$ cat src/hdl/pts_pkg.sv
// Shared types and codes for the priority thread scheduler.
// No dependencies; every other file of the scheduler depends on this package.
`default_nettype none

package pts_pkg;

	localparam int THREADS  = 16;
	localparam int TID_W    = $clog2(THREADS);
	localparam int THREAD_W = 4;
	localparam int PRI_W    = 8;
	localparam int KIND_W   = 3;
	localparam int ST_W     = 3;

	typedef logic [TID_W-1:0]    tid_t;
	typedef logic [THREAD_W-1:0] thread_t;
	typedef logic [PRI_W-1:0]    pri_t;
	typedef logic [KIND_W-1:0]   kind_t;
	typedef logic [ST_W-1:0]     tstate_t;
	typedef logic [THREADS-1:0]  tmask_t;

	// Event codes.
	localparam kind_t K_NOTIFY   = 3'd0;
	localparam kind_t K_SCHEDULE = 3'd1;
	localparam kind_t K_STOP     = 3'd2;
	localparam kind_t K_CLEANUP  = 3'd3;
	localparam kind_t K_REPRIO   = 3'd4;
	localparam kind_t K_YIELDED  = 3'd5;
	localparam kind_t K_BLOCKED  = 3'd6;
	localparam kind_t K_UNBLOCK  = 3'd7;

	// Thread state codes.
	localparam tstate_t ST_STOPPED     = 3'd0;
	localparam tstate_t ST_PAUSED      = 3'd1;
	localparam tstate_t ST_RUNNING     = 3'd2;
	localparam tstate_t ST_BLK_STOPPED = 3'd3;
	localparam tstate_t ST_BLK_PAUSED  = 3'd4;

	typedef struct packed {
		logic any;
		tid_t best;
	} pick_t;

	typedef struct packed {
		logic    resume_valid;
		thread_t resume_thread;
		logic    deschedule_valid;
		thread_t deschedule_thread;
		logic    running_valid;
		thread_t run_thread;
		logic    must_wait;
		logic    fault;
	} result_t;

endpackage

`default_nettype wire

$ cat src/hdl/pts_if.sv
// Handshake channels of the scheduler: event words in, result words out.
// Depends on pts_pkg for the field types.
`default_nettype none

interface pts_evt_if;
	logic           valid;
	logic           ready;
	pts_pkg::kind_t  kind;
	pts_pkg::thread_t thread;
	pts_pkg::pri_t   new_priority;

	modport source(output valid, kind, thread, new_priority, input ready);
	modport sink(input valid, kind, thread, new_priority, output ready);
endinterface

interface pts_res_if;
	logic             valid;
	logic             ready;
	logic             resume_valid;
	pts_pkg::thread_t resume_thread;
	logic             deschedule_valid;
	pts_pkg::thread_t deschedule_thread;
	logic             running_valid;
	pts_pkg::thread_t run_thread;
	logic             must_wait;
	logic             fault;

	modport source(output valid, resume_valid, resume_thread, deschedule_valid,
		deschedule_thread, running_valid, run_thread, must_wait, fault,
		input ready);
	modport sink(input valid, resume_valid, resume_thread, deschedule_valid,
		deschedule_thread, running_valid, run_thread, must_wait, fault,
		output ready);
endinterface

`default_nettype wire

$ cat src/hdl/pts_pick.sv
// Best-thread selector: highest priority among ready threads, oldest first on ties.
// Purely combinational; depends on pts_pkg.
`default_nettype none

module pts_pick (
	input  var pts_pkg::tmask_t                        ready,
	input  var pts_pkg::pri_t [pts_pkg::THREADS-1:0]   pri,
	input  var pts_pkg::tmask_t [pts_pkg::THREADS-1:0] order,
	output pts_pkg::pick_t                             pick
);
	import pts_pkg::*;

	tmask_t is_top;
	tmask_t oldest;

	// A thread is a candidate when no ready thread has a strictly higher priority.
	always_comb begin
		for (int i = 0; i < THREADS; i++) begin
			is_top[i] = ready[i];
			for (int j = 0; j < THREADS; j++) begin
				if (ready[j] && (pri[j] > pri[i])) begin
					is_top[i] = 1'b0;
				end
			end
		end
	end

	// The oldest candidate has its order bit set for every other candidate.
	always_comb begin
		for (int i = 0; i < THREADS; i++) begin
			oldest[i] = is_top[i] & (&(order[i] | ~is_top | (tmask_t'(1) << i)));
		end
	end

	always_comb begin
		pick.any  = |ready;
		pick.best = '0;
		for (int i = THREADS - 1; i >= 0; i--) begin
			if (is_top[i]) begin
				pick.best = tid_t'(i);
			end
		end
		if (|oldest) begin
			for (int i = THREADS - 1; i >= 0; i--) begin
				if (oldest[i]) begin
					pick.best = tid_t'(i);
				end
			end
		end
	end

endmodule

`default_nettype wire

$ cat src/hdl/pts_core.sv
// Thread table, event decode and selection of the scheduler.
// Depends on pts_pkg and instantiates pts_pick.
`default_nettype none

module pts_core (
	input  var logic             clk,
	input  var logic             arst_n,
	input  var logic             fire,
	input  var pts_pkg::kind_t   kind,
	input  var pts_pkg::thread_t thread,
	input  var pts_pkg::pri_t    new_priority,
	output pts_pkg::result_t     result
);
	import pts_pkg::*;

	tstate_t [THREADS-1:0] st_q,  st_ev,  st_n;
	pri_t    [THREADS-1:0] pri_q, pri_n;
	tmask_t  [THREADS-1:0] ord_q, ord_n;
	tmask_t                rdy_q, rdy_n;
	tid_t                  cur_q, cur_n;
	logic                  curv_q, curv_n;

	logic   in_range;
	kind_t  k;
	tid_t   t;
	logic   mk;
	logic   clean;
	logic   fault;
	logic   cur_running;
	pick_t  pick;

	assign in_range = (32'(thread) < THREADS);
	assign k        = in_range ? kind : K_NOTIFY;
	assign t        = tid_t'(thread);

	// Apply the event to the thread table.
	always_comb begin
		st_ev = st_q;
		rdy_n = rdy_q;
		pri_n = pri_q;
		ord_n = ord_q;
		mk    = 1'b0;
		clean = 1'b0;
		fault = 1'b0;
		unique case (k)
			K_SCHEDULE: begin
				if (st_q[t] == ST_BLK_STOPPED) begin
					st_ev[t] = ST_BLK_PAUSED;
				end else begin
					st_ev[t] = ST_PAUSED;
					mk       = 1'b1;
				end
			end
			K_STOP: begin
				rdy_n[t] = 1'b0;
				st_ev[t] = (st_q[t] == ST_BLK_PAUSED) ? ST_BLK_STOPPED : ST_STOPPED;
			end
			K_CLEANUP: begin
				rdy_n[t] = 1'b0;
				clean    = 1'b1;
			end
			K_REPRIO: begin
				pri_n[t] = new_priority;
				mk       = rdy_q[t];
			end
			K_YIELDED: begin
				mk       = rdy_q[t];
				st_ev[t] = ST_PAUSED;
			end
			K_BLOCKED: begin
				rdy_n[t] = 1'b0;
				if (st_q[t] == ST_STOPPED) begin
					st_ev[t] = ST_BLK_STOPPED;
				end else if (st_q[t] == ST_RUNNING) begin
					st_ev[t] = ST_BLK_PAUSED;
				end else begin
					fault = 1'b1;
				end
			end
			K_UNBLOCK: begin
				if (st_q[t] == ST_BLK_STOPPED) begin
					st_ev[t] = ST_STOPPED;
				end else if (st_q[t] == ST_BLK_PAUSED) begin
					st_ev[t] = ST_PAUSED;
					mk       = 1'b1;
				end
			end
			default: begin
			end
		endcase
		// Making a thread ready puts it behind every other thread.
		if (mk) begin
			for (int j = 0; j < THREADS; j++) begin
				ord_n[j][t] = 1'b1;
			end
			ord_n[t] = '0;
			rdy_n[t] = 1'b1;
		end
	end

	pts_pick u_pick (
		.ready(rdy_n),
		.pri  (pri_n),
		.order(ord_n),
		.pick (pick)
	);

	// Pick the running thread on the updated table.
	always_comb begin
		tid_t cur_e;
		logic curv_e;
		cur_e  = cur_q;
		curv_e = curv_q;
		if (clean && curv_q && (cur_q == t)) begin
			if (pick.any) begin
				cur_e = pick.best;
			end else begin
				curv_e = 1'b0;
			end
		end
		st_n        = st_ev;
		cur_n       = cur_e;
		curv_n      = curv_e;
		cur_running = curv_e && (st_ev[cur_e] == ST_RUNNING);
		result      = '0;
		result.fault = fault;
		if (pick.any) begin
			if (curv_e && (cur_e == pick.best)) begin
				if (!cur_running) begin
					st_n[pick.best]      = ST_RUNNING;
					result.resume_valid  = 1'b1;
					result.resume_thread = THREAD_W'(pick.best);
				end
			end else if (cur_running) begin
				result.must_wait = 1'b1;
			end else begin
				st_n[pick.best]      = ST_RUNNING;
				result.resume_valid  = 1'b1;
				result.resume_thread = THREAD_W'(pick.best);
				if (curv_e) begin
					result.deschedule_valid  = 1'b1;
					result.deschedule_thread = THREAD_W'(cur_e);
				end
				cur_n  = pick.best;
				curv_n = 1'b1;
			end
		end else begin
			curv_n = 1'b0;
		end
		result.running_valid = curv_n;
		result.run_thread    = curv_n ? THREAD_W'(cur_n) : '0;
	end

	always_ff @(posedge clk or negedge arst_n) begin
		if (!arst_n) begin
			st_q   <= '0;
			pri_q  <= '0;
			ord_q  <= '0;
			rdy_q  <= '0;
			cur_q  <= '0;
			curv_q <= 1'b0;
		end else if (fire) begin
			st_q   <= st_n;
			pri_q  <= pri_n;
			ord_q  <= ord_n;
			rdy_q  <= rdy_n;
			cur_q  <= cur_n;
			curv_q <= curv_n;
		end
	end

endmodule

`default_nettype wire

$ cat src/hdl/priority_thread_scheduler.sv
// Priority thread scheduler: one event word in, one result word out.
// A word is staged on acceptance; its result is registered once the output slot frees.
// Throughput: one event per cycle unless res stalls; update and pick are combinational.
// Reset: asynchronous; all threads stopped, priority zero, none ready, no current thread.
// Depends on pts_pkg, pts_if, pts_core and pts_pick.
`default_nettype none

module priority_thread_scheduler (
	input  var logic clk,
	input  var logic arst_n,
	pts_evt_if.sink  evt,
	pts_res_if.source res
);
	import pts_pkg::*;

	logic    valid_s1;
	kind_t   kind_s1;
	thread_t thread_s1;
	pri_t    pri_s1;
	logic    out_valid_q;
	result_t out_q;
	result_t core_res;
	logic    adv;

	// The staged word moves on when the result register is free or being emptied.
	assign adv       = valid_s1 && (!out_valid_q || res.ready);
	assign evt.ready = !valid_s1 || adv;

	always_ff @(posedge clk or negedge arst_n) begin
		if (!arst_n) begin
			valid_s1    <= 1'b0;
			out_valid_q <= 1'b0;
		end else begin
			valid_s1    <= (evt.valid && evt.ready) || (valid_s1 && !adv);
			out_valid_q <= adv || (out_valid_q && !res.ready);
		end
	end

	always_ff @(posedge clk) begin
		if (evt.valid && evt.ready) begin
			kind_s1   <= evt.kind;
			thread_s1 <= evt.thread;
			pri_s1    <= evt.new_priority;
		end
		if (adv) begin
			out_q <= core_res;
		end
	end

	pts_core u_core (
		.clk         (clk),
		.arst_n      (arst_n),
		.fire        (adv),
		.kind        (kind_s1),
		.thread      (thread_s1),
		.new_priority(pri_s1),
		.result      (core_res)
	);

	assign res.valid             = out_valid_q;
	assign res.resume_valid      = out_q.resume_valid;
	assign res.resume_thread     = out_q.resume_thread;
	assign res.deschedule_valid  = out_q.deschedule_valid;
	assign res.deschedule_thread = out_q.deschedule_thread;
	assign res.running_valid     = out_q.running_valid;
	assign res.run_thread        = out_q.run_thread;
	assign res.must_wait         = out_q.must_wait;
	assign res.fault             = out_q.fault;

endmodule

`default_nettype wire
$ cat src/flat_wrapper.sv
// flat-port wrapper written by rule: the top's interface ports become plain ports
module priority_thread_scheduler_flat import pts_pkg::*;
  (clk, arst_n, evt_valid, evt_kind, evt_thread, evt_new_priority, evt_ready, res_valid, res_resume_valid, res_resume_thread, res_deschedule_valid, res_deschedule_thread, res_running_valid, res_run_thread, res_must_wait, res_fault, res_ready);
  pts_evt_if evt_i ();
  pts_res_if res_i ();
  input  var logic clk;
  input  var logic arst_n;
  input wire logic [$bits(evt_i.valid)-1:0] evt_valid;
  input wire logic [$bits(evt_i.kind)-1:0] evt_kind;
  input wire logic [$bits(evt_i.thread)-1:0] evt_thread;
  input wire logic [$bits(evt_i.new_priority)-1:0] evt_new_priority;
  output wire logic [$bits(evt_i.ready)-1:0] evt_ready;
  output wire logic [$bits(res_i.valid)-1:0] res_valid;
  output wire logic [$bits(res_i.resume_valid)-1:0] res_resume_valid;
  output wire logic [$bits(res_i.resume_thread)-1:0] res_resume_thread;
  output wire logic [$bits(res_i.deschedule_valid)-1:0] res_deschedule_valid;
  output wire logic [$bits(res_i.deschedule_thread)-1:0] res_deschedule_thread;
  output wire logic [$bits(res_i.running_valid)-1:0] res_running_valid;
  output wire logic [$bits(res_i.run_thread)-1:0] res_run_thread;
  output wire logic [$bits(res_i.must_wait)-1:0] res_must_wait;
  output wire logic [$bits(res_i.fault)-1:0] res_fault;
  input wire logic [$bits(res_i.ready)-1:0] res_ready;
  assign evt_i.valid = evt_valid;
  assign evt_i.kind = evt_kind;
  assign evt_i.thread = evt_thread;
  assign evt_i.new_priority = evt_new_priority;
  assign evt_ready = evt_i.ready;
  assign res_valid = res_i.valid;
  assign res_resume_valid = res_i.resume_valid;
  assign res_resume_thread = res_i.resume_thread;
  assign res_deschedule_valid = res_i.deschedule_valid;
  assign res_deschedule_thread = res_i.deschedule_thread;
  assign res_running_valid = res_i.running_valid;
  assign res_run_thread = res_i.run_thread;
  assign res_must_wait = res_i.must_wait;
  assign res_fault = res_i.fault;
  assign res_i.ready = res_ready;
  priority_thread_scheduler u_core (.clk(clk), .arst_n(arst_n), .evt(evt_i), .res(res_i));
endmodule
$ cat config.mk
export PLATFORM = sky130hd
export DESIGN_NAME = priority_thread_scheduler_flat
export DESIGN_NICKNAME = d
export VERILOG_FILES = /design/src/hdl/pts_pkg.sv /design/src/hdl/pts_if.sv /design/src/hdl/pts_pick.sv /design/src/hdl/pts_core.sv /design/src/hdl/priority_thread_scheduler.sv /design/src/flat_wrapper.sv
export SDC_FILE = /design/constraint.sdc
export NUM_CORES = 2
export LEC_CHECK = 0
export BUFFER_PORTS_ARGS = -buffer_cell sky130_fd_sc_hd__buf_2
export CORE_MARGIN = 1
export CORE_UTILIZATION = 50
export CTS_BUF_LIST = sky130_fd_sc_hd__clkbuf_16
export DETAILED_ROUTE_END_ITERATION = 7
export PLACE_DENSITY = 0.73
export SLEW_MARGIN = 25
export SYNTH_ARGS = -nofsm -noshare
export SYNTH_HDL_FRONTEND = slang
export SYNTH_HIERARCHICAL = 1
export SYNTH_SLANG_ARGS = --single-unit
$ cat constraint.sdc
create_clock -name clk -period 10.35 [get_ports clk]
set_input_delay 0 -clock clk [delete_from_list [all_inputs] [get_ports clk]]
set_output_delay 0 -clock clk [all_outputs]
set_load 0.01 [all_outputs]
==> out/qor.csv <==
metric;value;unit
status;finished clean;
first_pass_iters;8;
path_class;reg -> reg;
design.die.area;0.102;sq mm
track_usage;0.525;
setup_viol_count_final;0;
fmax;98.9;MHz
cts_made_buffers;53;
grt_max_degree;136;
switchingPower;0.0116;W
post-route-period-util;0.977;
grt_antenna_before_repair;32;
wl;277000;microns
crit_buf_inv;9;
pre_cts_ws;0.520;ns
drv_cap;0;
p_leak;26.7;nW
crit_top_cell;buf_4;
viasPerCell;7.38;
p_seq_frac;0.141;
critical_path.startpoint;u_core/thread_s1[1]$_DFFE_PP_;
cts_tree;done;
die_h;320;microns
synth_cells;6185;
path_clk_slew;0.06;ns
fin_crit;10.11;ns
wl_per_cell;35.9;microns
slowest_stage;mux4_2;
clock-sinks;471;
grt-ovfl-total;0;
r2r-end;u_core/u_core/st_q[7]$_DFFE_PN0P_;
syn_area;0.0506;sq mm
fp.coreArea;0.100;sq mm
route.vias.total;56900;
nets;7328;
syn_to_final_growth;10.6;%
hold_ws;0.00527;ns
worstRegToRegCells;35;
drive_gt1_frac;0.126;
p_per_area;358;mW/mm^2
layout_setup_ws;0.243;ns
final_antenna_net_count;0;
clockBufferDepth;3;
r2r-start;u_core/thread_s1[1]$_DFFE_PP_;
setup_tns;0;ns
crit_path_start_kind;flop;
cp.depth;35;
crit_family;compound AO/OA/AOI/OAI gates;
row_count;116;
start_util;0.505;
worst-endpoint-arrival;10.68;ns
cp_max_fo;16;
reg2reg_slack;0.24;ns
endpoint;u_core/u_core/st_q[7]$_DFFE_PN0P_;
internal_power;0.00836;W
first_global_vias;52300;
slew_headroom;0.162;
endpoint_kind;flop;
rsz0062_at_grt;false;
drc;0;
htree_levels;2;
synth_warnings;6;
crit_required;10.92;ns
p_clk_frac;0.095;
worstHoldPathType;in -> async;
syn_avg_cell_area;8.18;sq um
cts-root-buf;clkbuf_16;
max_stage_delay;0.64;ns
pin_count;38;
tightestPinTransition;1.25;ns
dr.first_iter.drc_count;9520;
irDropWorstVdd;295;uV
switching_share;0.582;
gp_congestion;1.15;
dieWidth;320;microns
syn_nets;7164;
dpl.hpwl;206000;microns
clock_skew;0.0675;ns
pwr-share-comb;0.764;
clock_latency;0.72;ns
drv_slew;0;
grt_pass1_wl;385000;microns
port_buffers;37;
finalHoldViolations;0;
placed cells by master, fill, tap and decap left out, types with 45 or more instances in the layout:
master and instances:
o21a_1 55, ha_1 960, nand2_1 329, a21oi_1 521, dfrtp_1 439, nand4_1 261
nor3_1 91, nand3_1 78, o211ai_1 154, a211oi_1 56, nor2b_1 113, inv_1 195
nor4_1 65, a21o_1 53, o21ai_0 244, clkbuf_16 54, nor2_1 1243, mux2_2 220
buf_4 317, o22ai_1 82, a31oi_1 45
worst min-delay path by stage:
| stage | to | slack, ns | cells past startpoint |
|---|---|---|---|
| floorplan | u_core/res.valid$_DFF_PN0_ | -0.30 | 0 |
| global route | u_core/thread_s1[3]$_DFFE_PP_ | 0.06 | 2 |
| detailed placement | u_core/res.valid$_DFF_PN0_ | 0.15 | 1 |
| CTS | u_core/res.valid$_DFF_PN0_ | 0.03 | 2 |
| finish | u_core/u_core/st_q[9]$_DFFE_PN0P_ | 0.005 | 2 |
| global placement | u_core/res.valid$_DFF_PN0_ | 0.13 | 1 |
power groups by stage:
stage               Combinational [W]  Sequential, W  Clock (W)
floorplan                     0.00857        0.00263          0
global placement               0.0139        0.00280          0
detailed placement             0.0141        0.00281          0
CTS                            0.0142        0.00278    0.00190
global route                   0.0158        0.00285    0.00197
finish                         0.0153        0.00282    0.00189
cell type report:
type / count / area, sq um
inverter: 181 / 684
clock buffer: 54 / 1350
antenna: 19 / 47.5
tap: 1298 / 1620
sequential: 471 / 11900
clock inverter: 43 / 327
multi-input combinational: 5263 / 37100
fill: 9189 / 44200
timing repair buffer: 379 / 2870
through the flow:
| step | cells | total power [W] | cell area (sq um) | utilization |
|---|---|---|---|---|
| after floorplan | 6185 | 0.0112 | 50600 | - |
| after detailed placement | 7571 | 0.0170 | 54000 | 0.539 |
| final | 7708 | 0.0200 | 55900 | 0.559 |
| after global routing | 7692 | 0.0207 | 55900 | 0.558 |
| after CTS | 7687 | 0.0189 | 55900 | 0.558 |
| after global placement | 7570 | 0.0167 | 54000 | 0.539 |
metal layers:
layer / vias up / track usage / wire length [microns]
met3: 1233 / 0.228 / 45200
li1: 23500 / - / -
met5: - / 0 / 124
met4: 20 / 0.325 / 21200
met2: 4923 / 0.696 / 104000
met1: 27200 / 0.688 / 107000
flip-flops by register name, indices dropped and copies added, names as in the netlist:
name	cells
u_core/u_core/st_q	48
u_core/thread_s1	4
u_core/u_core/rdy_q	16
u_core/u_core/ord_q	240
u_core/pri_s1	8
u_core/res.deschedule_valid	1
u_core/res.must_wait	1
u_core/u_core/pri_q	128
u_core/u_core/cur_q	4
u_core/res.deschedule_thread	4
u_core/kind_s1	3
u_core/res.resume_valid	1
u_core/res.resume_thread	4
u_core/valid_s1	1
u_core/res.run_thread	4
u_core/res.fault	1
u_core/res.running_valid	1
u_core/res.valid	1
u_core/u_core/curv_q	1
repair_timing:
| action | CTS | global route |
|---|---|---|
| resized for setup | 0 | 3 |
| endpoints found under the hold margin | 137 | 0 |
| setup endpoints to repair | 0 | 61 |
| setup buffers | 0 | 2 |
| hold buffers | 19 | 0 |
(Power assumes the default switching activity.)
